==> src/pfwsd_pkg.sv <==
// shared types, constants and the wheel sign table of the four-wheel speed drive
// depends on nothing; every other file uses it
package pfwsd_pkg;

    localparam int COUNT_WIDTH_DEF  = 32;
    localparam int PORT_COUNT_WIDTH = 32;
    localparam int TIME_WIDTH       = 20;
    localparam int TICK_WIDTH       = 24;
    localparam int CRUISE_WIDTH     = 8;
    localparam int GAIN_WIDTH       = 16;
    localparam int POWER_WIDTH      = 8;
    localparam int DIR_WIDTH        = 4;
    localparam int CFG_INDEX_WIDTH  = 3;
    localparam int CFG_DATA_WIDTH   = 24;
    localparam int NUM_WHEELS       = 4;
    localparam int QUOT_WIDTH       = 8;
    localparam int NUM_WIDTH        = 32;

    localparam logic [11:0]           BACK_SCALE_Q10  = 12'd1411;
    localparam logic [GAIN_WIDTH-1:0] DROPPED_GAIN_Q8 = 16'd1280;

    // register indexes
    localparam logic [CFG_INDEX_WIDTH-1:0] REG_DIRECTION = 3'd0;
    localparam logic [CFG_INDEX_WIDTH-1:0] REG_TOTAL     = 3'd1;
    localparam logic [CFG_INDEX_WIDTH-1:0] REG_CRUISE    = 3'd2;
    localparam logic [CFG_INDEX_WIDTH-1:0] REG_BASE      = 3'd3;
    localparam logic [CFG_INDEX_WIDTH-1:0] REG_ACCEL     = 3'd4;
    localparam logic [CFG_INDEX_WIDTH-1:0] REG_DECEL     = 3'd5;
    localparam logic [CFG_INDEX_WIDTH-1:0] REG_GAIN      = 3'd6;
    localparam logic [CFG_INDEX_WIDTH-1:0] REG_TIMEOUT   = 3'd7;

    // drive directions
    localparam logic [DIR_WIDTH-1:0] DIR_FWD        = 4'd1;
    localparam logic [DIR_WIDTH-1:0] DIR_RIGHT      = 4'd2;
    localparam logic [DIR_WIDTH-1:0] DIR_BACK       = 4'd3;
    localparam logic [DIR_WIDTH-1:0] DIR_LEFT       = 4'd4;
    localparam logic [DIR_WIDTH-1:0] DIR_FWD_RIGHT  = 4'd5;
    localparam logic [DIR_WIDTH-1:0] DIR_BACK_RIGHT = 4'd6;
    localparam logic [DIR_WIDTH-1:0] DIR_BACK_LEFT  = 4'd7;
    localparam logic [DIR_WIDTH-1:0] DIR_FWD_LEFT   = 4'd8;

    typedef enum logic [1:0] {
        SIGN_ZERO = 2'd0,
        SIGN_POS  = 2'd1,
        SIGN_NEG  = 2'd2
    } sign_t;

    // element 0 is front left, then front right, back left, back right
    typedef sign_t [NUM_WHEELS-1:0] sign_row_t;

    typedef struct packed {
        logic load_mag;
        logic load_err;
        logic load_prod;
        logic commit;
        logic clear;
    } lane_ctl_t;

    function automatic sign_row_t wheel_signs(input logic [DIR_WIDTH-1:0] dir);
        sign_row_t r;
        r = {SIGN_ZERO, SIGN_ZERO, SIGN_ZERO, SIGN_ZERO};
        case (dir)
            DIR_FWD:        r = {SIGN_POS,  SIGN_POS,  SIGN_POS,  SIGN_POS};
            DIR_RIGHT:      r = {SIGN_POS,  SIGN_NEG,  SIGN_NEG,  SIGN_POS};
            DIR_BACK:       r = {SIGN_NEG,  SIGN_NEG,  SIGN_NEG,  SIGN_NEG};
            DIR_LEFT:       r = {SIGN_NEG,  SIGN_POS,  SIGN_POS,  SIGN_NEG};
            DIR_FWD_RIGHT:  r = {SIGN_POS,  SIGN_ZERO, SIGN_ZERO, SIGN_POS};
            DIR_BACK_RIGHT: r = {SIGN_ZERO, SIGN_NEG,  SIGN_NEG,  SIGN_ZERO};
            DIR_BACK_LEFT:  r = {SIGN_NEG,  SIGN_ZERO, SIGN_ZERO, SIGN_NEG};
            DIR_FWD_LEFT:   r = {SIGN_ZERO, SIGN_POS,  SIGN_POS,  SIGN_ZERO};
            default:        r = {SIGN_ZERO, SIGN_ZERO, SIGN_ZERO, SIGN_ZERO};
        endcase
        return r;
    endfunction

endpackage

==> src/pfwsd_lane.sv <==
// one wheel lane: magnitude, speed error, proportional product, saturated power
// depends on pfwsd_pkg; holds the wheel's last magnitude
module pfwsd_lane #(
    parameter int COUNT_WIDTH = pfwsd_pkg::COUNT_WIDTH_DEF,
    parameter bit SCALED      = 1'b0
) (
    input  logic                                        clk,
    input  logic                                        rst_n,
    input  pfwsd_pkg::lane_ctl_t                        ctl,
    input  logic [pfwsd_pkg::PORT_COUNT_WIDTH-1:0]      count,
    input  logic [pfwsd_pkg::CRUISE_WIDTH-1:0]          target,
    input  logic [pfwsd_pkg::GAIN_WIDTH-1:0]            gain,
    input  logic signed [pfwsd_pkg::POWER_WIDTH-1:0]    base_power,
    output logic [COUNT_WIDTH-1:0]                      mag,
    output logic signed [pfwsd_pkg::POWER_WIDTH-1:0]    power
);
    import pfwsd_pkg::*;

    localparam int ERR_W  = COUNT_WIDTH + 2;
    localparam int PROD_W = ERR_W + GAIN_WIDTH + 1;
    localparam int SUM_W  = PROD_W + 1;
    localparam int SCL_W  = COUNT_WIDTH + 12;
    localparam logic signed [SUM_W-1:0] LIM_POS = SUM_W'(127);
    localparam logic signed [SUM_W-1:0] LIM_NEG = -SUM_W'(127);

    logic [COUNT_WIDTH-1:0]    mag_reg, last_reg;
    logic signed [ERR_W-1:0]   err_reg, err_next;
    logic signed [PROD_W-1:0]  prod_reg, prod_next;
    logic signed [COUNT_WIDTH-1:0] cnt_s;
    logic [COUNT_WIDTH-1:0]    abs_val, mag_next;
    logic [SCL_W-1:0]          scaled;
    logic signed [SUM_W-1:0]   base_ext, sum, quo;

    assign cnt_s   = signed'(count[COUNT_WIDTH-1:0]);
    assign abs_val = cnt_s[COUNT_WIDTH-1] ? COUNT_WIDTH'(-cnt_s) : COUNT_WIDTH'(cnt_s);
    // back wheels: magnitude times 1411/1024, the result still fits the count width
    assign scaled  = SCL_W'(abs_val) * SCL_W'(BACK_SCALE_Q10);
    assign mag_next = SCALED ? scaled[COUNT_WIDTH+9:10] : abs_val;

    assign err_next = signed'(ERR_W'(target))
                    - (signed'(ERR_W'(mag_reg)) - signed'(ERR_W'(last_reg)));
    assign prod_next = signed'({1'b0, gain}) * err_reg;

    // divide by 256 with truncation toward zero
    assign base_ext = SUM_W'(base_power) <<< 8;
    assign sum      = SUM_W'(prod_reg) + base_ext;

    always_comb
    begin
        quo = sum >>> 8;
        if (sum[SUM_W-1] && (sum[7:0] != 8'd0))
            quo = quo + SUM_W'(1);
        if (quo >= LIM_POS)
            power = POWER_WIDTH'(LIM_POS);
        else if (quo <= LIM_NEG)
            power = POWER_WIDTH'(LIM_NEG);
        else
            power = quo[POWER_WIDTH-1:0];
    end

    assign mag = mag_reg;

    always_ff @(posedge clk or negedge rst_n)
    begin
        if (!rst_n)
            last_reg <= '0;
        else if (ctl.clear)
            last_reg <= '0;
        else if (ctl.commit)
            last_reg <= mag_reg;
    end

    always_ff @(posedge clk)
    begin
        if (ctl.load_mag)
            mag_reg <= mag_next;
        if (ctl.load_err)
            err_reg <= err_next;
        if (ctl.load_prod)
            prod_reg <= prod_next;
    end
endmodule

==> config.mk <==
export PLATFORM = sky130hd
export DESIGN_NAME = pfwsd_lane
export DESIGN_NICKNAME = d
export VERILOG_FILES = /design/src/pfwsd_pkg.sv /design/src/pfwsd_lane.sv
export SDC_FILE = /design/constraint.sdc
export NUM_CORES = 2
export LEC_CHECK = 0
export BUFFER_PORTS_ARGS = -buffer_cell sky130_fd_sc_hd__buf_2
export CORE_MARGIN = 3
export CORE_UTILIZATION = 52
export DETAILED_ROUTE_END_ITERATION = 12
export PLACE_DENSITY = 0.76
export REMOVE_ABC_BUFFERS = 1
export SLEW_MARGIN = 10
export SYNTH_ARGS = -nofsm -noshare
export SYNTH_HDL_FRONTEND = slang
export SYNTH_SLANG_ARGS = --single-unit
==> constraint.sdc <==
create_clock -name clk -period 8.7 [get_ports clk]
set_clock_uncertainty 0.2 [all_clocks]
set_input_delay 0.435 -clock clk [delete_from_list [all_inputs] [get_ports clk]]
set_output_delay 0.435 -clock clk [all_outputs]
set_load 0.005 [all_outputs]
==> metrics.md <==
| Metric | Value |
|---|---|
| Initial Util | 52.9% |
| Worst Hold Slack | between 80 and 90 ps |
| Actual slew at the worst max-slew pin | 1030 ps |
| Core Area | 59200 um^2 |
| Slowest cell on the critical path | edfxtp_1 |
| Main synth FF type | edfxtp_1 |
| Final Setup Violations | 0 |
| Final wirelength | 73200 um |
| Register bit total from synthesis | 149 |
| Max reg flops | 51 |
| DP Area | 32500 um^2 |
| GP Congestion | 0.909 |
| Die W | 251 um |
| Crit start category | flip-flop |
| Status | finished, final reports clean |
| First-pass GRT wire length | about 120000 um |
| Layout cells sized above 1 | 6.11% |
| Area leader, netlist | fa_1 |
| Gr ovfl total | 0 |
| Clock sinks | 149 |
| Port bufs | 110 |
| Initial DRT Pass Iterations | 6 |
| Crit path largest cell delay | roughly 650 ps |
| Async SR Flop Fraction | 21.5% |
| Slew headroom | 31.6% |
| Total vias in the final route | 24300 |
| Buf+Inv Stages, Crit Path | 4 |
| CP arrival | 8250 ps |
| Clk root buf | clkbuf_16 |
| Critical path fanouts, max | 16 |
| # DRC | 0 |
| Number of fill cells | 5216 |
| Leading cell types in the layout, fill and taps excluded | inv_1, fa_1, nand2_1 |
| Fmax | 121 MHz |
| Critical path type | reg2reg |
| Largest net degree at the start of global routing | 52 |
| EDFF count, synth | 117 |
| Vias in the first global route | 25100 |
| Critical Path RT | between 8000 and 9000 ps |
| Delay-heaviest family, CP | adder cells |
| Setup tns final | 0 ps |
| WL per Instance | around 17 um |
| Critical Path Most Common Cell | fa_1 |
| Period utilisation layout | 94.9% |
| Worst Hold Class | in2reg |
| Synthesized area per cell | 8.77 um^2 |
| Die Ht | 251 um |
| Die area | 63200 um^2 |
| DR iter-0 viols | 1737 |
| Synth-to-layout area growth | 5.92% |
| Synth top area share | 33.2% |
| Via density | around 5.5 |
| Final hold vios | 0 |
| Initial antenna violation count | 1 |
| Distinct cells, synth | 92 |
| GRT Total Usage | ~24% |
| Post-DRT Antenna Nets | 0 |
| Area contributors post-synth | fa_1, edfxtp_1, inv_1, ha_1, nand2_1 |
| Seq/Total Area, Yosys | 13.8% |
| Number of max-cap violations | 0 |
| Commonest non-fill, non-tap cell in the layout | inv_1 |
| Post-DP HPWL | 60100 um |
| IO Pins | roughly 110 |
| Unrepaired setup endpoints after global routing | false |
| Synthesis Warnings | 0 |
| Tmin final | 8250 ps |
| Num CTS Buffers | 17 |
| Post-synthesis cell area | 31300 um^2 |
| Layout Nets | 4401 |
| Max clock buf depth | 2 |
| H-tree depth reported by CTS | 4 |
| Syn Inst Count | 3572 |
| Worst skew pair latency | around 450 ps |
| CTS tree | done |
| Fin. max-slew vios | 0 |
| Reg clk slew, reported paths | about 80 ps |
| CTS resizes | 0 |
| CP endpoint kind | flip-flop |
| Row count | 89 |
| Post-route cell area | 33200 um^2 |
layout make-up:
type	instances	area, um^2	area share [%]
multi-input cells	2570	23800	71.7
flip-flops and latches	149	4310	13.0
clock inverters	14	164	0.494
diodes	1	2.50	0.00755
clock buffers	18	429	1.29
inverters	721	2710	8.16
repair buffers	145	818	2.47
well taps	773	967	2.92
synthesized netlist by cell type (12+ instances only):
cell,instances
a211oi_1,22
a21o_1,54
a21oi_1,129
a31oi_1,16
and2_1,166
and3_1,23
clkbuf_1,115
dfrtp_1,32
edfxtp_1,117
fa_1,520
ha_1,206
inv_1,721
mux2i_1,42
nand2_1,513
nand2b_1,19
nand3_1,52
nand4_1,29
nor2_1,151
nor2b_1,17
nor3_1,47
nor4_1,27
o211ai_1,13
o21a_1,26
o21ai_0,84
o21ai_1,14
o21bai_1,23
o31ai_1,12
or3_1,20
xnor2_1,136
xor2_1,57
final timing paths:
kind / startpoint / to / slack (ps) / cells after the start
hold reg to reg: last_reg[14] / last_reg[14] / 320 / 2
max in group asynchronous: rst_n / last_reg[5] / 7490 / 2
setup / recovery: err_reg[9] / prod_reg[49] / 450 / 26
setup reg to reg: err_reg[9] / prod_reg[49] / 450 / 26
min in group asynchronous: rst_n / last_reg[28] / 360 / 2
hold / removal: count[25] / mag[25] / 90 / 2
stage by stage:
stage	setup WS [ps]	util [%]	instances
after global placement	645	54.9	4353
after detailed placement	441	54.9	4353
after global routing	7.70	56.0	4390
final	447	56.0	4391
after floorplan	1330	-	3440
after CTS	472	55.9	4387
what timing repair did:
item | in CTS | in global routing
buffers inserted | 0 | 3
endpoints found under the setup margin | 0 | 3
hold buffers | 2 | 0
endpoints found under the hold margin | 33 | 0
per-layer routing:
metal	GRT usage, %	up-vias	routed length [um]
met5	0	-	11
met4	4.91	2	1180
met3	5.67	111	6990
met2	39.5	1015	33900
met1	32.8	11700	31100
li1	-	11400	-
kinds of logic (layout without fill, tap and decap cells):
logic type	count (synthesis)	in the layout	synth area share, %
xor gates and xnor gates	195	195	5.52
and+or+nand+nor	1121	1121	17.2
DFF	149	149	13.8
adders and majority gates	726	726	41.5
AOI/OAI and AO/OA	480	480	10.1
buffers and inverters	853	898	10.3
muxes	48	48	1.56
other	0	1	0
Power is left out: the tool's default activity adds up to more than one toggle a clock period on the data nets, which glitch-free logic cannot reach.
