### config.mk
export PLATFORM = sky130hd
export DESIGN_NAME = pfwsd_merge
export DESIGN_NICKNAME = d
export VERILOG_FILES = /design/src/pfwsd_pkg.sv /design/src/pfwsd_merge.sv
export SDC_FILE = /design/constraint.sdc
export NUM_CORES = 1
export LEC_CHECK = 0
export BUFFER_PORTS_ARGS = -buffer_cell sky130_fd_sc_hd__buf_2
export CORE_MARGIN = 2
export CORE_UTILIZATION = 54
export DETAILED_ROUTE_END_ITERATION = 12
export PLACE_DENSITY = 0.91
export SLEW_MARGIN = 40
export SYNTH_ARGS = -nofsm -noshare
export SYNTH_HDL_FRONTEND = slang
export SYNTH_SLANG_ARGS = --single-unit
### constraint.sdc
create_clock -name vclk -period 13.9
set_input_delay 2.78 -clock vclk [all_inputs]
set_output_delay 2.78 -clock vclk [all_outputs]
set_load 0.02 [all_outputs]
### src/pfwsd_pkg.sv
// shared types, constants and the wheel sign table of the four-wheel speed drive
// depends on nothing; every other file uses it
package pfwsd_pkg;

    localparam int COUNT_WIDTH_DEF  = 32;
    localparam int PORT_COUNT_WIDTH = 32;
    localparam int TIME_WIDTH       = 20;
    localparam int TICK_WIDTH       = 24;
    localparam int CRUISE_WIDTH     = 8;
    localparam int GAIN_WIDTH       = 16;
    localparam int POWER_WIDTH      = 8;
    localparam int DIR_WIDTH        = 4;
    localparam int CFG_INDEX_WIDTH  = 3;
    localparam int CFG_DATA_WIDTH   = 24;
    localparam int NUM_WHEELS       = 4;
    localparam int QUOT_WIDTH       = 8;
    localparam int NUM_WIDTH        = 32;

    localparam logic [11:0]           BACK_SCALE_Q10  = 12'd1411;
    localparam logic [GAIN_WIDTH-1:0] DROPPED_GAIN_Q8 = 16'd1280;

    // register indexes
    localparam logic [CFG_INDEX_WIDTH-1:0] REG_DIRECTION = 3'd0;
    localparam logic [CFG_INDEX_WIDTH-1:0] REG_TOTAL     = 3'd1;
    localparam logic [CFG_INDEX_WIDTH-1:0] REG_CRUISE    = 3'd2;
    localparam logic [CFG_INDEX_WIDTH-1:0] REG_BASE      = 3'd3;
    localparam logic [CFG_INDEX_WIDTH-1:0] REG_ACCEL     = 3'd4;
    localparam logic [CFG_INDEX_WIDTH-1:0] REG_DECEL     = 3'd5;
    localparam logic [CFG_INDEX_WIDTH-1:0] REG_GAIN      = 3'd6;
    localparam logic [CFG_INDEX_WIDTH-1:0] REG_TIMEOUT   = 3'd7;

    // drive directions
    localparam logic [DIR_WIDTH-1:0] DIR_FWD        = 4'd1;
    localparam logic [DIR_WIDTH-1:0] DIR_RIGHT      = 4'd2;
    localparam logic [DIR_WIDTH-1:0] DIR_BACK       = 4'd3;
    localparam logic [DIR_WIDTH-1:0] DIR_LEFT       = 4'd4;
    localparam logic [DIR_WIDTH-1:0] DIR_FWD_RIGHT  = 4'd5;
    localparam logic [DIR_WIDTH-1:0] DIR_BACK_RIGHT = 4'd6;
    localparam logic [DIR_WIDTH-1:0] DIR_BACK_LEFT  = 4'd7;
    localparam logic [DIR_WIDTH-1:0] DIR_FWD_LEFT   = 4'd8;

    typedef enum logic [1:0] {
        SIGN_ZERO = 2'd0,
        SIGN_POS  = 2'd1,
        SIGN_NEG  = 2'd2
    } sign_t;

    // element 0 is front left, then front right, back left, back right
    typedef sign_t [NUM_WHEELS-1:0] sign_row_t;

    typedef struct packed {
        logic load_mag;
        logic load_err;
        logic load_prod;
        logic commit;
        logic clear;
    } lane_ctl_t;

    function automatic sign_row_t wheel_signs(input logic [DIR_WIDTH-1:0] dir);
        sign_row_t r;
        r = {SIGN_ZERO, SIGN_ZERO, SIGN_ZERO, SIGN_ZERO};
        case (dir)
            DIR_FWD:        r = {SIGN_POS,  SIGN_POS,  SIGN_POS,  SIGN_POS};
            DIR_RIGHT:      r = {SIGN_POS,  SIGN_NEG,  SIGN_NEG,  SIGN_POS};
            DIR_BACK:       r = {SIGN_NEG,  SIGN_NEG,  SIGN_NEG,  SIGN_NEG};
            DIR_LEFT:       r = {SIGN_NEG,  SIGN_POS,  SIGN_POS,  SIGN_NEG};
            DIR_FWD_RIGHT:  r = {SIGN_POS,  SIGN_ZERO, SIGN_ZERO, SIGN_POS};
            DIR_BACK_RIGHT: r = {SIGN_ZERO, SIGN_NEG,  SIGN_NEG,  SIGN_ZERO};
            DIR_BACK_LEFT:  r = {SIGN_NEG,  SIGN_ZERO, SIGN_ZERO, SIGN_NEG};
            DIR_FWD_LEFT:   r = {SIGN_ZERO, SIGN_POS,  SIGN_POS,  SIGN_ZERO};
            default:        r = {SIGN_ZERO, SIGN_ZERO, SIGN_ZERO, SIGN_ZERO};
        endcase
        return r;
    endfunction

endpackage

### src/pfwsd_merge.sv
// merging stage: mean of the four magnitudes and the direction sign per wheel
// depends on pfwsd_pkg for the sign table
module pfwsd_merge #(
    parameter int COUNT_WIDTH = pfwsd_pkg::COUNT_WIDTH_DEF
) (
    input  logic [COUNT_WIDTH-1:0]                     mag [pfwsd_pkg::NUM_WHEELS],
    input  logic signed [pfwsd_pkg::POWER_WIDTH-1:0]   power_in [pfwsd_pkg::NUM_WHEELS],
    input  logic [pfwsd_pkg::DIR_WIDTH-1:0]            dir,
    output logic [COUNT_WIDTH-1:0]                     travelled,
    output logic signed [pfwsd_pkg::POWER_WIDTH-1:0]   power_out [pfwsd_pkg::NUM_WHEELS]
);
    import pfwsd_pkg::*;

    localparam int SUM_W = COUNT_WIDTH + 2;

    logic [SUM_W-1:0] mag_sum;
    sign_row_t        signs;

    assign mag_sum   = SUM_W'(mag[0]) + SUM_W'(mag[1]) + SUM_W'(mag[2]) + SUM_W'(mag[3]);
    assign travelled = mag_sum[SUM_W-1:2];
    assign signs     = wheel_signs(dir);

    always_comb
    begin
        for (int i = 0; i < NUM_WHEELS; i++)
        begin
            case (signs[i])
                SIGN_POS: power_out[i] = power_in[i];
                SIGN_NEG: power_out[i] = -power_in[i];
                default:  power_out[i] = '0;
            endcase
        end
    end
endmodule

==> results of run 1 <==
==> logic make-up (layout without fill, tap and decap cells) <==
logic type               after synthesis  in the layout  synth area share, %
multiplexers                           3              3                0.614
XOR/XNOR                              51             51                 9.14
AND/OR/NAND/NOR                      159            159                 16.3
adder cells (fa/ha/maj)              107            107                 37.2
AO/OA/AOI/OAI                        133            133                 19.3
buffers and inverters                222            430                 17.5
==> cells in the mapped netlist, types with 4 or more instances <==
library cell and count:
o31ai_1 9, o21bai_1 8, ha_1 43, xnor2_1 34
a211oi_1 6, nor2_1 54, o21ai_1 4, nand2_1 33
clkbuf_1 13, a22oi_1 28, a21o_1 14, fa_1 64
nand4bb_1 4, nand4_1 4, nor3b_1 5, inv_1 202
buf_2 4, o21ai_0 11, a21oi_1 24, nor3_1 15
nand3_1 13, and4_1 5, xor2_1 17, nand2b_1 6
nor4_1 5
==> area by class of cell <==
class,count,area [µm²]
Multi-Input combinational cell,453,4040
Timing Repair Buffer,228,1140
Inverter,202,758
Fill cell,734,2690
Tap cell,108,135
==> how the worst min path moves through the flow <==
stage               endpoint
2_1_floorplan   power_out[0]
3_3_place_gp    power_out[0]
3_5_place_dp   power_out[24]
4_1_cts        power_out[16]
5_1_grt        power_out[16]
6_report       power_out[16]
==> routing by layer <==
layer / part of all wire [%] / wire (µm)
met5: 0 / 0
met4: 1.3 / 162
met3: 9.0 / 1100
met2: 49 / 6050
met1: 40 / 4920
==> power by group <==
part           internal, mW  switching (mW)  leakage (nW)
clock network             0               0             0
logic                 0.277           0.458          3.57
registers                 0               0             0
==> worst min-delay path, stage by stage <==
cell and delay, ns:
buf_2 0.10, inv_1 0.06, nor2_1 0.04, buf_2 0.15
==> metrics by stage <==
| step | instances | hold WS [ns] |
|---|---|---|
| 2_1_floorplan | 675 | 5.71 |
| 3_3_place_gp | 991 | 5.92 |
| 3_5_place_dp | 991 | 5.92 |
| 4_1_cts | 991 | 5.92 |
| 5_1_grt | 991 | 5.94 |
| 6_report | 991 | 5.92 |
==> flow_summary.yaml, run 1 <==
grt:
  grt_max_degree: 16
  use_met2_pct: 44.1
  grt_pass1_vias: 4899
  use_met3_pct: 4.22
  grt_overflow_total: 0
  antenna_found_initial: 0
  grt_pass1_wl_mm: 20.4
  use_met1_pct: 30.5
  top_usage_layer: "met2"
  grt_usage_pct: 24.1
layout:
  regArea_um2: 0
  clock_buffers: 0
  final_area_mm2: 0.00607
  final_common_cell: "buf_2"
  final_util_pct: 69.3
  nFlopsAndLatches: 0
  insertedDiodeCount: 0
  nets: 1156
  final_cell_mix: "buf_2, inv_1, fa_1, nor2_1, ha_1"
  syn_to_final_growth_pct: 24.2
  final_layout_size_suffix_gt1_share_pct: 27.5
setup_path:
  crit_fanout: 3
  crit_type: "primary input to output port"
  startpoint: "mag[1]"
  path_buf_inv: 4
  max_stage_delay_ns: 0.56
  path_depth: 14
  cp-endpoint: "travelled[13]"
  crit_family: "adder cells"
  critPathRequiredTime_ns: 11.12
  crit_top_cell: "fa_1"
  crit_arrival_ns: 6.25
  crit_path_top_delay_cell: "fa_1"
  crit_path_end_kind: "output port"
  crit_path_cell_trace: "buf_2 -> inv_1 -> fa_1 -> inv_1 -> fa_1 -> and3b_1 -> fa_1 -> a21o_1 -> and4_1 -> o211ai_1 -> a211oi_1 -> or4_1 -> and4_1 -> buf_2"
  crit_path_start_kind: "primary input"
logic_synthesis:
  ys_types: 58
  synth.area.top_cells: "fa_1, inv_1, ha_1"
  ys_seq_area_share_pct: 0
  synth_top_area_share_pct: 26.2
  synth_warnings: 0
  synth_area_per_cell_um2: 7.24
  synth_fp_nets: 946
  synth_cells: 675
  yosysTopAreaCell: "fa_1"
  netlist_area_mm2: 0.00489
route:
  avgRoutedWirePerCell_um: 12.3
  drt_iter0_markers: 138
  drtAntennaViolNets: 0
  drt_wl_total_mm: 12.2
  firstDrtPassIters: 4
  vias_per_cell: 5.21
  drcViolationCount: 0
  num_vias: 5162
placed_design:
  place_ws_ns: 4.90
  io_buffers: 228
  gp_congestion: 0.904
  dpl_cell_area_mm2: 0.00607
  dp_hpwl_mm: 10.9
floorplan:
  die_height_um: 99.1
  coreArea_mm2: 0.00876
  die_x_um: 99.1
  start_util_pct: 55.8
  die_area_mm2: 0.00983
  ios: 228
  row_count: 34
hold_path:
  hold_class: "primary input to output port"
  min_from: "power_in[16]"
  hold_depth: 4
sta:
  relSlewSlack_pct: 62.1
  fin_crit_sh_pct: 65.0
  hold_violations: 0
  tightestPinTransition_ns: 0.565
  layout_setup_ws_ns: 4.87
  grt_setup_unrepaired: "no"
  final_max_slew_viol_count: 0
  finalSetupViolCount: 0
  finalSetupTns_ns: 0
  fin_crit_ns: 9.03
  max_freq_mhz: 111
outcome:
  outcome: "finished clean"
power:
  powerDensity_mw_per_mm2: 121
  peakVddDrop_uv: 90.2
  cellLeakagePower_nw: 3.57
  power_mw: 0.735
clock_tree:
  cts_hold_buf: 0
  post_cts_buffers: 0
  cts_resized: 0
job:
  drv_cap: 0
Power figures use the tool's default switching activity.
==> run 2, diff against run 1 <==
- ABC_AREA: unset -> 1
- CORE_UTILIZATION: 54 -> 51
- PLACE_DENSITY: 0.91 -> 0.85
- clock period: 13.9 -> 8.4 ns (I/O delays scaled with it)
==> run 2 against run 1 <==
  * Die area increased by 13%
  * Critical path depth is 3 higher
  * Cell count grew 27%
  * Worst setup slack worse by 2.6 ns
  * Sequential share of layout area unchanged
  * Combinational power up 62%
  * First-iteration DRC count rose to 2.6 times the previous value
  * Non-clock buffer count stayed put
  * Synthesized cell count up 34%
  * Utilization down 5.0 points
  * Count of clock-buffer cells in the layout stayed put
  * Wire length increased by 14%
  * Largest power group unchanged
==> flow_summary.yaml, run 2 <==
grt:
  grt_usage_pct: 24.6
  grt_pass1_wl_mm: 23.3
  grt_max_degree: 16
  grt_pass1_vias: 5735
  grt_overflow_total: 0
  antenna_found_initial: 0
logic_synthesis:
  yosysTopAreaCell: "fa_1"
  synth_top_area_share_pct: 24.3
  synth_cells: 905
  synth_warnings: 0
  synth_common_cells: "inv_1, nand2_1, fa_1"
  synth_fp_nets: 1176
  ys_types: 30
  yosysMostFrequentCell: "inv_1"
  synth_area_per_cell_um2: 5.82
  synth.area.top_cells: "fa_1, inv_1, nand2_1"
  ys_seq_area_share_pct: 0
  netlist_area_mm2: 0.00526
route:
  drt_iter0_markers: 354
  avgRoutedWirePerCell_um: 11.0
  firstDrtPassIters: 5
  num_vias: 6042
  drt_wl_total_mm: 13.9
  vias_per_cell: 4.78
  drcViolationCount: 0
  drtAntennaViolNets: 0
power:
  seqPwrFrac_pct: 0
  peakVddDrop_uv: 129
  p_switching_mw: 0.780
  powerDensity_mw_per_mm2: 181
  cellLeakagePower_nw: 4.28
  p_sw_share_pct: 65.7
  p_int_mw: 0.408
  pwr-share-clk_pct: 0
  combPwrFrac_pct: 100.0
  power_mw: 1.19
placed_design:
  dp_hpwl_mm: 12.6
  io_buffers: 228
  gp_congestion: 0.943
  dpl.cell_count: 1263
floorplan:
  ios: 228
  die_area_mm2: 0.0112
  coreArea_mm2: 0.0102
  row_count: 37
  die_height_um: 106
  start_util_pct: 51.7
  die_x_um: 106
clock_tree:
  cts_resized: 0
  post_cts_buffers: 0
  cts_hold_buf: 0
hold_path:
  hold_class: "primary input to output port"
  min_to: "power_out[15]"
  hold_depth: 4
  min_from: "power_in[15]"
layout:
  multiInputGateArea_mm2: 0.00412
  clock_buffers: 0
  insertedDiodeCount: 0
  instances_no_fill: 1263
  final_common_cell: "inv_1"
  nFlopsAndLatches: 0
  syn_to_final_growth_pct: 24.5
  nFillCells: 1023
  nets: 1400
  regArea_um2: 0
  final_layout_size_suffix_gt1_share_pct: 23.5
  final_cell_mix: "inv_1, nand2_1, buf_2, fa_1, a21oi_1"
  final_util_pct: 64.3
setup_path:
  critPathRequiredTime_ns: 6.72
  path_buf_inv: 4
  crit_family: "adder cells"
  crit_top_cell: "nand2_1"
  crit_path_start_kind: "primary input"
  crit_type: "primary input to output port"
  crit_arrival_ns: 4.40
  crit_fanout: 3
  max_stage_delay_ns: 0.54
  crit_path_top_delay_cell: "fa_1"
  crit_path_cell_trace: "buf_2 -> inv_1 -> fa_1 -> inv_1 -> fa_1 -> nand2_1 -> nor2_2 -> fa_1 -> nand2_1 -> nand2_1 -> and2_4 -> nand3_2 -> nand3b_2 -> nand2_1 -> nand3_1 -> nand2_1 -> buf_2"
  crit_path_end_kind: "output port"
outcome:
  outcome: "finished clean"
job:
  drv_cap: 0
sta:
  finalSetupTns_ns: 0
  hold_violations: 0
  final_max_slew_viol_count: 0
  fin_crit_ns: 6.08
  max_freq_mhz: 164
  tightestPinTransition_ns: 0.504
  hold_slack_ns: 3.72
  finalSetupViolCount: 0
  fin_crit_sh_pct: 72.4
  relSlewSlack_pct: 66.4
  grt_setup_unrepaired: "no"
[run 2: changes by cell type after synthesis, sizes merged, moves of 11 or more]
cell and delta:
nand3 +26, o21ai +11, inv +96, xnor2 -34, nand2 +209, a21oi +33, a22oi -28, a21o -14
[run 2: final cells by class]
type                       count  area share, %
tap                          136           2.60
multi-input combinational    600           62.9
inverter                     299           17.1
timing repair buffer         228           17.4
[run 2: worst max path at each step]
stage | start | endpoint | slack, ns | cells after the start
2_1_floorplan | mag[1] | travelled[11] | 2.69 | 13
3_3_place_gp | mag[1] | travelled[27] | 2.37 | 17
3_5_place_dp | mag[1] | travelled[27] | 2.32 | 17
4_1_cts | mag[1] | travelled[27] | 2.31 | 17
5_1_grt | mag[1] | travelled[17] | 2.14 | 19
6_report | mag[1] | travelled[27] | 2.32 | 17
[run 2: per-stage QoR]
stage	cell area, µm²	worst slack (ns)
after floorplan	5260	2.69
after global placement	6550	2.37
after detailed placement	6550	2.32
after CTS	6550	2.31
after global routing	6550	2.14
final	6550	2.32
[run 2: cells by family after synthesis]
| group | after synthesis | synth area share, % |
|---|---|---|
| AND/OR/NAND/NOR | 377 | 30.8 |
| buffers and inverters | 305 | 21.7 |
| adder cells (fa/ha/maj) | 107 | 34.6 |
| AO/OA/AOI/OAI | 102 | 10.5 |
| XOR/XNOR | 14 | 2.33 |
[run 2: power by group through the flow]
stage	sequential, mW	combinational [mW]	clock [mW]
finish	0	1.19	0
global route	0	1.33	0
CTS	0	1.19	0
detailed placement	0	1.18	0
global placement	0	1.17	0
floorplan	0	0.838	0
[run 2: per-layer routing]
| layer | wire [µm] | vias to the layer above | track usage, % | share of wire (%) |
|---|---|---|---|---|
| met3 | 988 | 14 | 2.41 | 7.1 |
| met2 | 6780 | 211 | 46.1 | 49 |
| met1 | 5940 | 2713 | 30.9 | 43 |
| met4 | 175 | 0 | 3.76 | 1.3 |
| met5 | 0 | - | 0 | 0 |
| li1 | - | 3104 | - | - |
