`src/pfwsd_pkg.sv`:
```
// shared types, constants and the wheel sign table of the four-wheel speed drive
// depends on nothing; every other file uses it
package pfwsd_pkg;

    localparam int COUNT_WIDTH_DEF  = 32;
    localparam int PORT_COUNT_WIDTH = 32;
    localparam int TIME_WIDTH       = 20;
    localparam int TICK_WIDTH       = 24;
    localparam int CRUISE_WIDTH     = 8;
    localparam int GAIN_WIDTH       = 16;
    localparam int POWER_WIDTH      = 8;
    localparam int DIR_WIDTH        = 4;
    localparam int CFG_INDEX_WIDTH  = 3;
    localparam int CFG_DATA_WIDTH   = 24;
    localparam int NUM_WHEELS       = 4;
    localparam int QUOT_WIDTH       = 8;
    localparam int NUM_WIDTH        = 32;

    localparam logic [11:0]           BACK_SCALE_Q10  = 12'd1411;
    localparam logic [GAIN_WIDTH-1:0] DROPPED_GAIN_Q8 = 16'd1280;

    // register indexes
    localparam logic [CFG_INDEX_WIDTH-1:0] REG_DIRECTION = 3'd0;
    localparam logic [CFG_INDEX_WIDTH-1:0] REG_TOTAL     = 3'd1;
    localparam logic [CFG_INDEX_WIDTH-1:0] REG_CRUISE    = 3'd2;
    localparam logic [CFG_INDEX_WIDTH-1:0] REG_BASE      = 3'd3;
    localparam logic [CFG_INDEX_WIDTH-1:0] REG_ACCEL     = 3'd4;
    localparam logic [CFG_INDEX_WIDTH-1:0] REG_DECEL     = 3'd5;
    localparam logic [CFG_INDEX_WIDTH-1:0] REG_GAIN      = 3'd6;
    localparam logic [CFG_INDEX_WIDTH-1:0] REG_TIMEOUT   = 3'd7;

    // drive directions
    localparam logic [DIR_WIDTH-1:0] DIR_FWD        = 4'd1;
    localparam logic [DIR_WIDTH-1:0] DIR_RIGHT      = 4'd2;
    localparam logic [DIR_WIDTH-1:0] DIR_BACK       = 4'd3;
    localparam logic [DIR_WIDTH-1:0] DIR_LEFT       = 4'd4;
    localparam logic [DIR_WIDTH-1:0] DIR_FWD_RIGHT  = 4'd5;
    localparam logic [DIR_WIDTH-1:0] DIR_BACK_RIGHT = 4'd6;
    localparam logic [DIR_WIDTH-1:0] DIR_BACK_LEFT  = 4'd7;
    localparam logic [DIR_WIDTH-1:0] DIR_FWD_LEFT   = 4'd8;

    typedef enum logic [1:0] {
        SIGN_ZERO = 2'd0,
        SIGN_POS  = 2'd1,
        SIGN_NEG  = 2'd2
    } sign_t;

    // element 0 is front left, then front right, back left, back right
    typedef sign_t [NUM_WHEELS-1:0] sign_row_t;

    typedef struct packed {
        logic load_mag;
        logic load_err;
        logic load_prod;
        logic commit;
        logic clear;
    } lane_ctl_t;

    function automatic sign_row_t wheel_signs(input logic [DIR_WIDTH-1:0] dir);
        sign_row_t r;
        r = {SIGN_ZERO, SIGN_ZERO, SIGN_ZERO, SIGN_ZERO};
        case (dir)
            DIR_FWD:        r = {SIGN_POS,  SIGN_POS,  SIGN_POS,  SIGN_POS};
            DIR_RIGHT:      r = {SIGN_POS,  SIGN_NEG,  SIGN_NEG,  SIGN_POS};
            DIR_BACK:       r = {SIGN_NEG,  SIGN_NEG,  SIGN_NEG,  SIGN_NEG};
            DIR_LEFT:       r = {SIGN_NEG,  SIGN_POS,  SIGN_POS,  SIGN_NEG};
            DIR_FWD_RIGHT:  r = {SIGN_POS,  SIGN_ZERO, SIGN_ZERO, SIGN_POS};
            DIR_BACK_RIGHT: r = {SIGN_ZERO, SIGN_NEG,  SIGN_NEG,  SIGN_ZERO};
            DIR_BACK_LEFT:  r = {SIGN_NEG,  SIGN_ZERO, SIGN_ZERO, SIGN_NEG};
            DIR_FWD_LEFT:   r = {SIGN_ZERO, SIGN_POS,  SIGN_POS,  SIGN_ZERO};
            default:        r = {SIGN_ZERO, SIGN_ZERO, SIGN_ZERO, SIGN_ZERO};
        endcase
        return r;
    endfunction

endpackage

```
`src/pfwsd_div.sv`:
```
// restoring divider for the ramp target, one quotient bit per cycle
// depends on pfwsd_pkg; the dividend is below 256 times the divisor
module pfwsd_div (
    input  logic                                clk,
    input  logic                                rst_n,
    input  logic                                start,
    input  logic [pfwsd_pkg::NUM_WIDTH-1:0]     num,
    input  logic [pfwsd_pkg::TICK_WIDTH-1:0]    den,
    output logic                                done,
    output logic [pfwsd_pkg::QUOT_WIDTH-1:0]    quot
);
    import pfwsd_pkg::*;

    localparam int CNT_W = $clog2(QUOT_WIDTH);

    logic [NUM_WIDTH-1:0]  rem_reg, rem_next;
    logic [NUM_WIDTH-1:0]  dsh_reg, dsh_next;
    logic [QUOT_WIDTH-1:0] q_reg, q_next;
    logic [CNT_W-1:0]      cnt_reg, cnt_next;
    logic                  busy_reg, busy_next;
    logic                  fits;

    assign fits = rem_reg >= dsh_reg;
    assign done = busy_reg && (cnt_reg == '0);
    assign quot = q_reg;

    always_comb
    begin
        rem_next  = rem_reg;
        dsh_next  = dsh_reg;
        q_next    = q_reg;
        cnt_next  = cnt_reg;
        busy_next = busy_reg;
        if (start)
        begin
            rem_next  = num;
            dsh_next  = {{(NUM_WIDTH-TICK_WIDTH-QUOT_WIDTH+1){1'b0}}, den,
                         {(QUOT_WIDTH-1){1'b0}}};
            q_next    = '0;
            cnt_next  = CNT_W'(QUOT_WIDTH-1);
            busy_next = 1'b1;
        end
        else if (busy_reg)
        begin
            if (fits)
                rem_next = rem_reg - dsh_reg;
            q_next   = {q_reg[QUOT_WIDTH-2:0], fits};
            dsh_next = dsh_reg >> 1;
            cnt_next = cnt_reg - 1'b1;
            if (cnt_reg == '0)
                busy_next = 1'b0;
        end
    end

    always_ff @(posedge clk or negedge rst_n)
    begin
        if (!rst_n)
        begin
            busy_reg <= 1'b0;
            cnt_reg  <= '0;
        end
        else
        begin
            busy_reg <= busy_next;
            cnt_reg  <= cnt_next;
        end
    end

    always_ff @(posedge clk)
    begin
        rem_reg <= rem_next;
        dsh_reg <= dsh_next;
        q_reg   <= q_next;
    end
endmodule

```
`config.mk`:
```
export PLATFORM = sky130hd
export DESIGN_NAME = pfwsd_div
export DESIGN_NICKNAME = d
export VERILOG_FILES = /design/src/pfwsd_pkg.sv /design/src/pfwsd_div.sv
export SDC_FILE = /design/constraint.sdc
export NUM_CORES = 1
export LEC_CHECK = 0
export ABC_AREA = 1
export BUFFER_PORTS_ARGS = -buffer_cell sky130_fd_sc_hd__buf_2
export CAP_MARGIN = 25
export CORE_UTILIZATION = 60
export CTS_BUF_LIST = sky130_fd_sc_hd__clkbuf_16
export DETAILED_ROUTE_END_ITERATION = 6
export PLACE_DENSITY = 0.78
export SYNTH_ARGS = -nofsm -noshare
export SYNTH_HDL_FRONTEND = slang
export SYNTH_SLANG_ARGS = --single-unit
```
`constraint.sdc`:
```
create_clock -name clk -period 8.1 [get_ports clk]
set_input_delay 1.215 -clock clk [delete_from_list [all_inputs] [get_ports clk]]
set_output_delay 1.215 -clock clk [all_outputs]
set_load 0.1 [all_outputs]
```
==> results of run 1 <==
power breakdown:
part           internal (mW)  switching [mW]  leakage (nW)
clock                  0.248           0.165         0.158
combinational          0.435           0.866          2.47
sequential             0.551          0.0375         0.764
cell usage after synthesis (all sizes together), types with 2 or more instances:
master  count  area (µm²)
nand2     321        1250
inv       158         593
edfxtp     56        1680
nor2       46         188
nand3      44         240
o21ai      42         210
ha         33         413
a21oi      25         129
dfxtp      15         300
o22ai      11        68.8
clkbuf      8        50.1
xnor2       8        70.1
buf         7        38.8
nand3b      6        45.0
dfrtp       4         100
nor3        4        20.0
or2         4        25.0
nand4       3        18.8
o21bai      2        15.0
final cells by class:
cell class                 instances  area (µm²)  area share
tap                              108         135      0.0217
timing repair buffer              71         373      0.0598
inverter                         158         593      0.0950
clock buffer                      11         275      0.0441
multi-input combinational        555        2750       0.440
clock inverter                     5        36.3     0.00582
sequential                        75        2080       0.334
layer usage:
metal / wire length [µm] / vias up / global-route usage
met5: 0 / - / 0
met2: 6370 / 174 / 0.500
met1: 6240 / 2264 / 0.403
met4: 366 / 0 / 0.114
li1: - / 2645 / -
met3: 717 / 31 / 0.0329
metrics by stage:
stage           util  hold WS, ps
5_1_grt        0.709          491
3_5_place_dp   0.671          464
3_3_place_gp   0.671          436
2_1_floorplan      -          432
6_report       0.709          474
4_1_cts        0.707          477
cells by family after synthesis:
family,count (synthesis),synth area share
compound gates,83,0.0806
xor+xnor,8,0.0127
fa+ha+maj,34,0.0786
buf+inv,173,0.124
simple gates,430,0.326
flops,75,0.378
critical path, cell delays in order:
cell	delay [ps]
buf_2	70
buf_4	540
inv_1	580
nand2_1	760
buf_4	400
final timing paths:
check | start | to | depth (start not counted)
min in group asynchronous | rst_n | cnt_reg[0] | 1
setup reg to reg | rem_reg[0] | rem_reg[14] | 15
max in group asynchronous | rst_n | cnt_reg[2] | 1
hold reg to reg | quot[0] | quot[0] | 2
setup / recovery | start | rem_reg[14] | 5
hold / removal | quot[0] | quot[0] | 2
==> out/metrics.csv, run 1 <==
stage,metric,value,unit
power,PwrDens,369,nW/µm²
timing,RSZ-0062 raised after global routing,false,
route,drt pass-1 iters,7,
route,routed wire length,13.7,mm
floorplan,Site Rows,34,
finish,fin area,6240,µm²
finish,ratio of cells with drive above 1 in the final layout,0.137,
power,Pleak,3.40,nW
power,total power,2.30,mW
finish,Layout area overhead,13.3,%
placement,placed cell area,5910,µm²
setup_path,CP arrival,3590,ps
synth,syn nets,896,
clocking,setup bufs post-CTS,0,
finish,max FFs per register,32,
timing,Setup TNS Final,0,ps
clocking,cts hold-fix bufs,0,
synth,Ys Warns,0,
finish,"commonest cells after routing, fill and taps aside","nand2_1, inv_1, buf_2, edfxtp_1",
route,vias,5114,
setup_path,Reg2Reg Setup Slack,4860,ps
timing,min cycle time layout,3580,ps
synth,Mapped Cells,803,
timing,f_max,279,MHz
synth,sequential share of the synthesized area,0.378,
finish,post-route insts no fill,983,
floorplan,Die Ht,97.8,µm
power,peak supply drop,0.000170,V
timing,final hold violation count,0,
placement,post-placement cell count,966,
synth,"Top FF cell, synth",edfxtp_1,
clocking,CTS root buffer,clkbuf_16,
clocking,maximum buffer depth of the clock tree,2,
timing,max-slew headroom at the worst pin,0.464,
global_routing,number of global-route vias before repair,4905,
global_routing,gr ovfl total,0,
synth,unique cell type count in the Yosys netlist,35,
setup_path,crit path max fanout,73,
clocking,Resize count post-CTS,0,
hold_path,worst hold path class,register to register,
clocking,clk slew on worst S/H paths,60,ps
synth,Synth Register Bits,75,
route,drt wl/cell,13.9,µm
clocking,# H-tree levels,3,
finish,Layout fillers,754,
timing,Setup Skew,10.4,ps
clocking,Sinks on Clock Net,75,
finish,nets,963,
route,# DRC,8,
route,vias per cell,5.20,
placement,"worst slack, placed",4130,ps
clocking,CTS Buf Count,9,
route,drt first-iter violations,314,
timing,Worst Slack Setup Final,4520,ps
floorplan,die width,97.8,µm
global_routing,first-pass GRT wire length,22.7,mm
timing,Least-Margin Pin Slew,803,ps
placement,Placer Congestion,0.900,
synth,asr flop ratio synth,0.0533,
run_status,outcome,finished with violations,
job,Max Cap Viol,0,
clocking,clk_lat worst skew,340,ps
route,Final ANT Viol Nets,0,
synth,Post-synth EDFFs,56,
global_routing,Total Routing Usage GR,0.300,
floorplan,Die ar.,9570,µm²
setup_path,crit path launch type,input pin,
setup_path,Worst EP required,8110,ps
clocking,CTS tree,yes,
setup_path,Critical Setup Path Class,input pin to register,
timing,Max Transition Viols Final,0,
placement,IO buf count,67,
global_routing,largest net degree at the start of global routing,74,
floorplan,starting density of the core,0.626,
timing,# setup viols final,0,
finish,antenna diode instance count,0,
synth,"Cell Area, Synth",5510,µm²
timing,Final period util,0.442,
run_status,failing checks,design-rule violations,
floorplan,Core Area,8810,µm²
floorplan,IO Pins,68,
placement,post-DP HPWL,10.3,mm
global_routing,initial antenna violation count,0,
finish,"most common cell after layout, fill and taps aside",nand2_1,
synth,synthesized area per cell,6.86,µm²
setup_path,critical path capture point type,register,
(Power assumes the default switching activity.)
==> run 2, diff against run 1 <==
--- a/config.mk
+++ b/config.mk
@@ -8,10 +8,10 @@
 export ABC_AREA = 1
 export BUFFER_PORTS_ARGS = -buffer_cell sky130_fd_sc_hd__buf_2
 export CAP_MARGIN = 25
-export CORE_UTILIZATION = 60
+export CORE_UTILIZATION = 54
 export CTS_BUF_LIST = sky130_fd_sc_hd__clkbuf_16
 export DETAILED_ROUTE_END_ITERATION = 6
-export PLACE_DENSITY = 0.78
+export PLACE_DENSITY = 0.74
 export SYNTH_ARGS = -nofsm -noshare
 export SYNTH_HDL_FRONTEND = slang
 export SYNTH_SLANG_ARGS = --single-unit
==> constraint.sdc (replaced) <==
create_clock -name clk -period 2.9 [get_ports clk]
set_input_delay 0.435 -clock clk [delete_from_list [all_inputs] [get_ports clk]]
set_output_delay 0.435 -clock clk [all_outputs]
set_load 0.1 [all_outputs]
==> out/metrics.csv, run 2 (synthesis gave the netlist of run 1 again) <==
stage,metric,value,unit
timing,Setup TNS Final,0,ps
finish,FF/Latch Area,2080,µm²
hold_path,worst hold path class,input pin to register,
placement,IO buf count,67,
route,routed wire length,13.5,mm
timing,RSZ-0062 raised after global routing,false,
finish,ratio of cells with drive above 1 in the final layout,0.139,
finish,antenna diode instance count,0,
clocking,Resize count post-CTS,0,
setup_path,Worst Reg-to-Reg Cells,15,
global_routing,grt peak-use layer,met2,
hold_path,Hold Path Stages,3,
global_routing,gr ovfl total,0,
power,Pleak,3.42,nW
setup_path,R2R Path Start,rem_reg[0],
global_routing,M1 GR Usage,0.371,
placement,"worst slack, placed",416,ps
timing,max-slew headroom at the worst pin,0.592,
global_routing,number of global-route vias before repair,4652,
clocking,CTS root buffer,clkbuf_16,
clocking,clk_lat worst skew,350,ps
route,Final ANT Viol Nets,0,
timing,Setup Skew,8.87,ps
clocking,Sinks on Clock Net,75,
floorplan,starting density of the core,0.561,
clocking,maximum buffer depth of the clock tree,2,
floorplan,Core Area,9820,µm²
setup_path,crit path from,rem_reg[0],
run_status,outcome,finished clean,
floorplan,Die Ht,103,µm
clocking,setup bufs post-CTS,0,
global_routing,initial antenna violation count,0,
setup_path,crit path launch type,register,
clocking,CTS tree,yes,
setup_path,Critical Setup Path Class,register to register,
timing,final hold violation count,0,
setup_path,critical path capture point type,register,
finish,nets,966,
global_routing,grt met2 use,0.441,
setup_path,Worst EP required,2950,ps
hold_path,Hold Crit Start,den[23],
job,Max Cap Viol,0,
finish,multi-input logic area,2750,µm²
route,# DRC,0,
global_routing,first-pass GRT wire length,21.7,mm
floorplan,die width,103,µm
route,vias per cell,4.97,
timing,Max Transition Viols Final,0,
timing,min cycle time layout,2550,ps
route,vias,5025,
finish,Layout fillers,939,
placement,Placer Congestion,0.912,
timing,f_max,393,MHz
timing,Least-Margin Pin Slew,612,ps
floorplan,Die ar.,10600,µm²
global_routing,GR Util met3,0.0312,
route,drt pass-1 iters,5,
route,drt wl/cell,13.3,µm
floorplan,IO Pins,68,
global_routing,largest net degree at the start of global routing,45,
clocking,clk slew on worst S/H paths,60,ps
global_routing,Total Routing Usage GR,0.272,
floorplan,Site Rows,36,
finish,"commonest cells after routing, fill and taps aside","nand2_1, inv_1, buf_2, edfxtp_1",
power,PwrDens,1030,nW/µm²
finish,Layout area overhead,15.0,%
finish,"most common cell after layout, fill and taps aside",nand2_1,
timing,final hold slack,352,ps
route,drt first-iter violations,275,
finish,max FFs per register,32,
finish,Final Util,0.645,
power,total power,6.50,mW
timing,Final period util,0.878,
placement,post-DP HPWL,10.4,mm
timing,Worst Slack Setup Final,354,ps
clocking,# H-tree levels,3,
setup_path,CP arrival,2590,ps
clocking,CTS Buf Count,9,
timing,# setup viols final,0,
power,peak supply drop,0.000520,V
setup_path,crit path max fanout,32,
-- run 2: cell types whose count changed in the layout (fill, tap and decap cells not counted), sizes merged --
cell         change
dlygate4sd3      +1
inv              -3
buf              +2
bufinv           +1
clkinv           +2
-- run 2: per-layer routing --
layer,share of wire,wire [µm],vias up
met5,0,0,-
met4,0.025,335,0
met3,0.042,565,20
met2,0.43,5860,142
met1,0.50,6720,2214
li1,-,-,2649
-- run 2: repair_timing --
item	CTS	global route
endpoints found under the setup margin	0	0
endpoints found under the hold margin	4	0
hold buffers	1	0
-- run 2: through the flow --
step	cells	area, µm²
after floorplan	803	5510
after detailed placement	994	5990
after global routing	1011	6330
final	1011	6330
after CTS	1011	6330
after global placement	993	5960
-- run 2: path summary, 6_finish.rpt --
| kind | to | slack, ps |
|---|---|---|
| setup / recovery | rem_reg[10] | 350 |
| hold / removal | dsh_reg[30] | 350 |
| setup reg to reg | rem_reg[10] | 350 |
| hold reg to reg | quot[7] | 460 |
| max in group asynchronous | busy_reg | 2350 |
| min in group asynchronous | cnt_reg[0] | 430 |
-- run 2: where the power goes --
| group | internal (mW) | switching [mW] | leakage [nW] | total, mW |
|---|---|---|---|---|
| sequential | 1.54 | 0.101 | 0.764 | 1.64 |
| combinational | 1.22 | 2.39 | 2.49 | 3.61 |
| clock | 0.778 | 0.471 | 0.167 | 1.25 |
| total | 3.54 | 2.96 | 3.42 | 6.50 |
-- run 2: critical path, stage by stage (launching register included) --
cell and delay (ps):
edfxtp_1 350, inv_1 60, ha_1 140, inv_1 70
fa_1 460, nand3_1 140, nand3_2 110, nand2_1 80
nand2_1 80, nand2_1 80, nand2_2 70, o21ai_1 130
nand2_1 90, nand2_1 60, nand2_1 50, buf_4 280
-- run 2: cell type report --
class | count | share of cell area
Timing Repair Buffer | 74 | 0.0648
Tap cell | 133 | 0.0263
Clock buffer | 11 | 0.0435
Sequential cell | 75 | 0.329
Clock inverter | 5 | 0.00988
Multi-Input combinational cell | 555 | 0.433
Inverter | 158 | 0.0936
==> run 3, diff against run 2 <==
--- a/config.mk
+++ b/config.mk
@@ -8,10 +8,10 @@
 export ABC_AREA = 1
 export BUFFER_PORTS_ARGS = -buffer_cell sky130_fd_sc_hd__buf_2
 export CAP_MARGIN = 25
-export CORE_UTILIZATION = 54
+export CORE_UTILIZATION = 45
 export CTS_BUF_LIST = sky130_fd_sc_hd__clkbuf_16
 export DETAILED_ROUTE_END_ITERATION = 6
-export PLACE_DENSITY = 0.74
+export PLACE_DENSITY = 0.63
 export SYNTH_ARGS = -nofsm -noshare
 export SYNTH_HDL_FRONTEND = slang
 export SYNTH_SLANG_ARGS = --single-unit
==> out/metrics.csv, run 3 (synthesis gave the netlist of run 1 again) <==
stage,metric,value,unit
clocking,Resize count post-CTS,0,
setup_path,Worst Reg-to-Reg Cells,15,
clocking,cts hold-fix bufs,1,
floorplan,die width,113,µm
timing,max-slew headroom at the worst pin,0.667,
clocking,# H-tree levels,3,
clocking,CTS tree,yes,
setup_path,Critical Setup Path Class,register to register,
global_routing,gr ovfl total,0,
timing,Worst Slack Setup Final,375,ps
clocking,CTS root buffer,clkbuf_16,
power,Clock Power Share,0.172,
global_routing,Total Routing Usage GR,0.232,
route,routed wire length,13.8,mm
clocking,Sinks on Clock Net,75,
placement,post-placement cell count,1009,
setup_path,crit path launch type,register,
setup_path,Worst R2R End,rem_reg[17],
route,# DRC,0,
timing,f_max,396,MHz
finish,post-route insts no fill,1026,
floorplan,Site Rows,40,
setup_path,CP endpoint,rem_reg[17],
placement,Placer Congestion,0.855,
setup_path,critical path capture point type,register,
setup_path,crit path max fanout,32,
route,vias,4961,
power,Combinational Power Share,0.570,
setup_path,CP top delay family,simple AND/OR/NAND/NOR gates,
job,Max Cap Viol,0,
setup_path,Worst path depth,15,
power,switch share,0.466,
global_routing,number of global-route vias before repair,4719,
clocking,setup bufs post-CTS,0,
finish,max FFs per register,32,
floorplan,Die Ht,113,µm
floorplan,Die ar.,12700,µm²
route,drt first-iter violations,257,
timing,RSZ-0062 raised after global routing,false,
timing,Max Transition Viols Final,0,
floorplan,starting density of the core,0.461,
finish,"commonest cells after routing, fill and taps aside","nand2_1, inv_1, buf_2, edfxtp_1",
global_routing,first-pass GRT wire length,22.9,mm
clocking,maximum buffer depth of the clock tree,2,
setup_path,Reg2Reg Setup Slack,370,ps
global_routing,initial antenna violation count,0,
global_routing,largest net degree at the start of global routing,46,
timing,Setup Skew,5.14,ps
power,peak supply drop,0.000551,V
floorplan,Core Area,12000,µm²
hold_path,worst hold path class,input pin to register,
power,Pleak,3.41,nW
setup_path,Buf/Inv on CP,3,
run_status,outcome,finished clean,
timing,min cycle time layout,2530,ps
power,PwrDens,1010,nW/µm²
route,drt wl/cell,13.5,µm
floorplan,IO Pins,68,
timing,Final period util,0.871,
setup_path,"most used cell, CP",nand2_1,
power,internal power,3.40,mW
placement,IO buf count,67,
setup_path,R2R Path Start,rem_reg[0],
route,Final ANT Viol Nets,0,
setup_path,CP arrival,2570,ps
placement,"worst slack, placed",385,ps
clocking,CTS Buf Count,9,
finish,Layout area overhead,14.7,%
finish,antenna diode instance count,0,
placement,post-DP HPWL,10.7,mm
finish,ratio of cells with drive above 1 in the final layout,0.140,
setup_path,largest stage delay on the critical path,440,ps
setup_path,worst-path cell chain,inv_1 -> ha_1 -> inv_1 -> fa_1 -> nand3_1 -> nand3_2 -> nand2_1 -> nand2_1 -> nand2_1 -> nand2_2 -> o21ai_1 -> nand2_1 -> nand2_1 -> nand2_1 -> buf_4,
route,drt pass-1 iters,5,
finish,Layout fillers,1191,
clocking,clk slew on worst S/H paths,60,ps
clocking,clk_lat worst skew,350,ps
setup_path,Worst EP required,2950,ps
finish,"most common cell after layout, fill and taps aside",nand2_1,
finish,nets,967,
route,vias per cell,4.84,
setup_path,crit path from,rem_reg[0],
power,Reg power frac,0.258,
timing,final hold violation count,0,
timing,Setup TNS Final,0,ps
timing,Least-Margin Pin Slew,499,ps
setup_path,"Slowest-stage cell, CP",fa_1,
power,switching power,2.96,mW
timing,# setup viols final,0,
## run 3: area by class of cell
class | count | area [µm²] | share of cell area
inverter | 158 | 593 | 0.0939
timing repair buffer | 75 | 418 | 0.0661
clock buffer | 10 | 250 | 0.0396
tap | 147 | 184 | 0.0291
sequential | 75 | 2080 | 0.330
clock inverter | 6 | 46.3 | 0.00733
multi-input combinational | 555 | 2750 | 0.434
## run 3: metal layers
metal / up-vias / track usage / wire, µm
li1: 2642 / - / -
met1: 2181 / 0.323 / 7000
met5: - / 0 / 0
met2: 121 / 0.360 / 5910
met4: 0 / 0.0791 / 280
met3: 17 / 0.0464 / 617
## run 3: power by group through the flow
| stage | Clock, mW | Sequential, mW | Combinational (mW) |
|---|---|---|---|
| after global placement | 0 | 1.65 | 3.55 |
| final | 1.10 | 1.64 | 3.62 |
| after CTS | 1.13 | 1.64 | 3.61 |
| after global routing | 1.17 | 1.66 | 4.13 |
| after floorplan | 0 | 1.72 | 2.67 |
| after detailed placement | 0 | 1.66 | 3.59 |
## run 3: worst min path at each step
stage,endpoint,slack [ps],depth (start not counted),start
after floorplan,busy_reg,140,0,rst_n
after global placement,cnt_reg[0],240,1,rst_n
after detailed placement,cnt_reg[0],250,1,rst_n
after CTS,dsh_reg[30],330,3,den[23]
after global routing,dsh_reg[30],350,3,den[23]
final,dsh_reg[30],340,3,den[23]
## run 3: through the flow
stage          area (µm²)  power, mW  hold slack (ps)   util
3_5_place_dp         6010       5.25              247  0.503
2_1_floorplan        5510       4.39              139      -
4_1_cts              6320       6.38              329  0.528
5_1_grt              6320       6.96              347  0.528
3_3_place_gp         5980       5.19              242  0.500
6_report             6320       6.35              342  0.528
## run 3: worst min-delay path, cell delays in order
cell and delay, ps:
buf_2 70, nand2_1 40, inv_1 40
